==> src/rtl/grid_astar_next_step_unit_defines.svh <==
// ----------------------------------------------------------------------------
// Grid next-step finder assertion macros
// Shared concurrent assertion forms, clocked on clk_i, reset on rst_ni.
// ----------------------------------------------------------------------------
`ifndef GRID_ASTAR_NEXT_STEP_UNIT_DEFINES_SVH
`define GRID_ASTAR_NEXT_STEP_UNIT_DEFINES_SVH

// same-cycle implication
`define GANS_ASSERT_NOW(lbl, ante, cons, msg) \
  lbl: assert property (@(posedge clk_i) disable iff (!rst_ni) (ante) |-> (cons)) \
    else $error(msg);

// next-cycle implication
`define GANS_ASSERT_NXT(lbl, ante, cons, msg) \
  lbl: assert property (@(posedge clk_i) disable iff (!rst_ni) (ante) |=> (cons)) \
    else $error(msg);

`endif

==> src/rtl/gans_pkg.sv <==
`timescale 1ns / 1ps
// ----------------------------------------------------------------------------
// gans_pkg
// Types and constants of the grid next-step finder.
// ----------------------------------------------------------------------------
package gans_pkg;

  localparam int X_W   = 5;
  localparam int Y_W   = 4;
  localparam int DIR_W = 3;

  localparam int GRID_COLS_DEF = 32;
  localparam int GRID_ROWS_DEF = 16;

  typedef enum logic {
    OP_WRITE = 1'b0,
    OP_QUERY = 1'b1
  } op_e;

  typedef enum logic [DIR_W-1:0] {
    DIR_UP    = 3'd0,
    DIR_DOWN  = 3'd1,
    DIR_LEFT  = 3'd2,
    DIR_RIGHT = 3'd3,
    DIR_NONE  = 3'd4
  } dir_e;

  typedef enum logic [3:0] {
    ST_INIT,
    ST_IDLE,
    ST_QCLR,
    ST_SEED,
    ST_SCAN,
    ST_TAIL,
    ST_SELECT,
    ST_CLOSE,
    ST_NB_RD,
    ST_NB_CHK,
    ST_TR_RD,
    ST_TR_CHK,
    ST_FB_RD,
    ST_FB_CHK,
    ST_DONE
  } state_e;

endpackage

==> src/rtl/gans_fcalc.sv <==
`timescale 1ns / 1ps
// ----------------------------------------------------------------------------
// gans_fcalc
// Combinational f = g + Manhattan distance unit with compare against current best.
// ----------------------------------------------------------------------------
module gans_fcalc #(
  parameter int COST_W = 10
) (
  input  logic [gans_pkg::X_W-1:0] x_i,
  input  logic [gans_pkg::Y_W-1:0] y_i,
  input  logic [gans_pkg::X_W-1:0] tx_i,
  input  logic [gans_pkg::Y_W-1:0] ty_i,
  input  logic [COST_W-1:0]        g_i,
  input  logic [COST_W-1:0]        best_f_i,
  output logic [COST_W-1:0]        f_o,
  output logic                     lt_o
);
  import gans_pkg::*;

  logic [X_W-1:0] dx;
  logic [Y_W-1:0] dy;

  always_comb begin
    dx   = (x_i >= tx_i) ? (x_i - tx_i) : (tx_i - x_i);
    dy   = (y_i >= ty_i) ? (y_i - ty_i) : (ty_i - y_i);
    f_o  = g_i + COST_W'(dx) + COST_W'(dy);
    lt_o = (f_o < best_f_i);
  end

endmodule

==> config.mk <==
export PLATFORM = sky130hd
export DESIGN_NAME = gans_fcalc
export DESIGN_NICKNAME = d
export VERILOG_FILES = /design/src/rtl/grid_astar_next_step_unit_defines.svh /design/src/rtl/gans_pkg.sv /design/src/rtl/gans_fcalc.sv
export SDC_FILE = /design/constraint.sdc
export NUM_CORES = 1
export LEC_CHECK = 0
export ABC_AREA = 1
export BUFFER_PORTS_ARGS = -buffer_cell sky130_fd_sc_hd__clkbuf_2
export CORE_UTILIZATION = 54
export DETAILED_ROUTE_END_ITERATION = 8
export PLACE_DENSITY = 0.82
export SYNTH_ARGS = -nofsm -noshare
export SYNTH_HDL_FRONTEND = slang
export SYNTH_SLANG_ARGS = --single-unit
==> constraint.sdc <==
create_clock -name vclk -period 5.67
set_clock_uncertainty 0.1 [all_clocks]
set_input_delay 0.567 -clock vclk [all_inputs]
set_output_delay 0.567 -clock vclk [all_outputs]
set_load 0.005 [all_outputs]
# Word-level counts from Yosys, hierarchy flattened
# Cells that the tools add are included.
# word_totals
output_inout_bits,11
regBits,0
elab_cells,11
inputBits,38
# classes
mux,2
order_cmp,3
addsub,6
# ops
cell,n
$add A10 B4 Y10,1
$add A10 B5 Y10,1
$lt A10 B10 Y1,1
$sub A5 B5 Y5,2
$sub A4 B4 Y4,2
$ge A5 B5 Y1,1
$mux W5,1
$ge A4 B4 Y1,1
$mux W4,1

# Logic depth before layout (Yosys ltp)
# depth
ltp_word,5
ltp_mapped,27

# Worst setup path after synthesis
# OpenSTA, ideal clock, no wires.
# synth_timing
kind,in2out
start,input port y_i[0] in the netlist's numbering
end,output port lt_o
arrival_ns,3.749
setup_slack_ns,1.254
path_buffers,0
stages,25
path_cell_list,inv_1 > ha_1 > inv_1 > fa_1 > inv_1 > nand2_1 > nand3_1 > nand2_1 > inv_1 > nand2_1 > nand2_1 > fa_1 > ha_1 > fa_1 > nand2_1 > nand2_1 > nand3_1 > nand2_1 > nand3b_1 > nand2_1 > ha_1 > nand2_1 > nor2_1 > nor3b_1 > nor2_1
# synth_between
elab_chain_cells,4
# synth_rtl
item,line_no,text
"start, declared",gans_fcalc.sv:10,"input logic [gans_pkg::Y_W-1:0] y_i,"
$sub A4 B4 Y4 or $ge A4 B4 Y1 (tied branches),gans_fcalc.sv:25,dy = (y_i >= ty_i) ? (y_i - ty_i) : (ty_i - y_i);
$mux W4 (*),gans_fcalc.sv:25,
$add A10 B4 Y10 (*),gans_fcalc.sv:26,f_o = g_i + COST_W'(dx) + COST_W'(dy);
net f_o[9],gans_fcalc.sv:15,"output logic [COST_W-1:0] f_o,"
$lt A10 B10 Y1 (*),gans_fcalc.sv:27,lt_o = (f_o < best_f_i);
"end, declared",gans_fcalc.sv:16,output logic lt_o
# The timed path passes the listed nets; every way through them passes the cells marked *.

# Worst setup path in the final report
# layout_timing
start,input port x_i[2] in the netlist's numbering
end,output port lt_o
# layout_between
elab_chain_cells,5
# layout_rtl
item,line_no,text
"start, declared",gans_fcalc.sv:9,"input logic [gans_pkg::X_W-1:0] x_i,"
$sub A5 B5 Y5 or $ge A5 B5 Y1 (tied branches),gans_fcalc.sv:24,dx = (x_i >= tx_i) ? (x_i - tx_i) : (tx_i - x_i);
$mux W5 (*),gans_fcalc.sv:24,
$add A10 B5 Y10 (*),gans_fcalc.sv:26,
$add A10 B4 Y10 (*),gans_fcalc.sv:26,
$lt A10 B10 Y1 (*),gans_fcalc.sv:27,
# Every way passes the cells marked *; elsewhere a longest branch is shown, timed or not.

==> metrics.txt <==
arrival time worst endpoint=approximately 4.2 ns; xor/xnor share of the synthesized area=0.0487; largest net degree at the start of global routing=11; Relative slew margins=0.746; post-route ant nets=0; unrepaired setup endpoints after global routing=no; busiest grt layer=met2; Initial DRC Count=22; max-slew violation count=0; Detailed Routing Iterations Pass 1=4; Slew @ Worst Pin=0.381 ns; vias post-DR=about 1400; clk_buf instances=0; DR vias/cell=4.79; final wirelength=2720 um; dpl cells=roughly 300; Seq/Total Area, Yosys=0; hold buffers post-CTS=0; GR Util met2=0.404; Hold Startpoint=g_i[7]; routability-driven placement congestion ratio=~0.86; # setup viols final=0; Gate Count Post-Synth=225; pwr/cell area=223 nW/um^2; drt drc=0; first-pass GRT wire length=4550 um; syn avg cell area=6.40 um^2; crit share post-route=0.858; n_diodes=0; min-delay worst type=input pin to output port; maximum vdd ir drop=0.000222 V; drt wl/cell=~9 um; Synth Area in Compound Gates=0.0738; Netlist cell types=25; Core ar.=2500 um^2; Die H=53.6 um; Worst Setup Start Kind=input pin; final sequential cell count=0; final worst slack=between 0.8 and 0.9 ns; Starting Density=0.576; mux cell area share after synthesis=0; GRT met1 Usage=0.260; Area growth, synth to finish=17.7%; post-route insts no fill=between 300 and 400; post_cts resized=0; critical-path maximum fanout=10; max_cap viols=0; netlist area before placement=1440 um^2; Die W=53.6 um; global route overflow=0; Total Routing Usage GR=0.204; outcome=finished clean; FMAX=206 MHz; Crit Path Category=input pin to output port; hpwl dp=2520 um; setup TNS=0 ns; min cycle time layout=4.86 ns; Ys Warns=0; main combinational cell family by area after synthesis=adder cells; global routing met3 resource utilization=0; Seq. cell area=0 um^2; row cnt=18; Req. time, crit path=approximately 5 ns; vias in the first global route=1223; total power draw=between 0.0003 and 0.0004 W; Mapped Nets=303; die area=2880 um^2; Crit. Startpoint=x_i[2]; setup repair bufs after CTS=0; initial antenna violation count=0; Synth Area in Adders=0.394; top-level I/O count=49; Placement Setup Slack=around 0.8 ns; Synth Area in Simple Gates=0.331; Worst setup EP type=output port; leakage=about 1.1 nW; Final Hold Violating Endpoints=0; fraction of layout cells with a size suffix above 1=0.225; # nets final=~350; IO buf count=49
## layout make-up
| type | count | area (um^2) |
|---|---|---|
| tap | 30 | 37.5 |
| timing repair buffer | 49 | 245 |
| multi-input combinational | 171 | 1220 |
| inverter | 51 | 191 |
| fill | 265 | 805 |
## cells by family after synthesis
kind of cell / count (synthesis)
buf+inv: 54
fa+ha+maj: 40
xor+xnor: 8
compound gates: 20
simple gates: 103
## cells in the final DEF, fill, tap and decap left out, types with 3 or more instances in the layout
| cell | Yosys | final |
|---|---|---|
| nand2_2 | 3 | 3 |
| nor2_2 | 3 | 3 |
| nand3_1 | 17 | 17 |
| nand2_4 | 3 | 3 |
| nor2_1 | 7 | 7 |
| xor2_1 | 6 | 6 |
| a21oi_1 | 13 | 13 |
| fa_1 | 9 | 9 |
| clkbuf_2 | 0 | 49 |
| nand2_1 | 61 | 61 |
| ha_1 | 31 | 31 |
| nand3b_1 | 3 | 3 |
| o21ai_0 | 3 | 3 |
| inv_1 | 49 | 49 |
## metal layers
metal,vias up,share of wire
li1,792,-
met1,616,0.48
met2,35,0.48
met3,0,0.031
met4,0,0
met5,-,0
## path summary, 6_finish.rpt
check	endpoint	slack (ns)	depth (start not counted)
setup / recovery	lt_o	0.81	24
hold / removal	f_o[7]	1.34	3
## where the power goes
group          switching (W)  total, W  internal [W]
clock                      0         0             0
combinational       0.000210  0.000378      0.000168
sequential                 0         0             0
## worst max-delay path, cell delays in order
cell	delay [ns]
clkbuf_2	0.09
inv_1	0.04
ha_1	0.51
nand3_2	0.13
nor2_1	0.13
nor2_2	0.07
nand2_4	0.08
nand2_1	0.05
o21ai_1	0.10
fa_1	0.44
ha_1	0.24
fa_1	0.40
nand2_1	0.09
nand2_1	0.08
nand3_1	0.07
nand2_1	0.07
nand3b_1	0.08
nand2_1	0.07
ha_1	0.29
nand2_1	0.07
nor2_1	0.15
nor3b_1	0.20
nor2_1	0.07
clkbuf_2	0.11
## stage by stage
| stage | utilization | hold slack [ns] | instance area (um^2) |
|---|---|---|---|
| after detailed placement | 0.678 | 1.34 | 1700 |
| after CTS | 0.678 | 1.34 | 1700 |
| final | 0.678 | 1.34 | 1700 |
| after floorplan | - | 1.10 | 1440 |
| after global routing | 0.678 | 1.37 | 1700 |
| after global placement | 0.678 | 1.34 | 1700 |
## Yosys cell counts
cell       n  share of area
nand2_1   61           0.16
inv_1     49           0.13
ha_1      31           0.27
nand3_1   17          0.059
a21oi_1   13          0.045
fa_1       9           0.13
nor2_1     7          0.018
xor2_1     6          0.036
nand2_2    3          0.013
nand2_4    3          0.023
nand3b_1   3          0.016
nor2_2     3          0.013
o21ai_0    3          0.010
buf_6      2          0.016
nand4_1    2         0.0087
o21ai_1    2         0.0070
or2_1      2         0.0087
xnor2_1    2          0.012
a21oi_2    1         0.0061
buf_2      1         0.0035
clkinv_1   1         0.0026
inv_2      1         0.0026
nand3_2    1         0.0070
nor3b_1    1         0.0052
o21a_1     1         0.0052
Power figures use the tool's default switching activity.
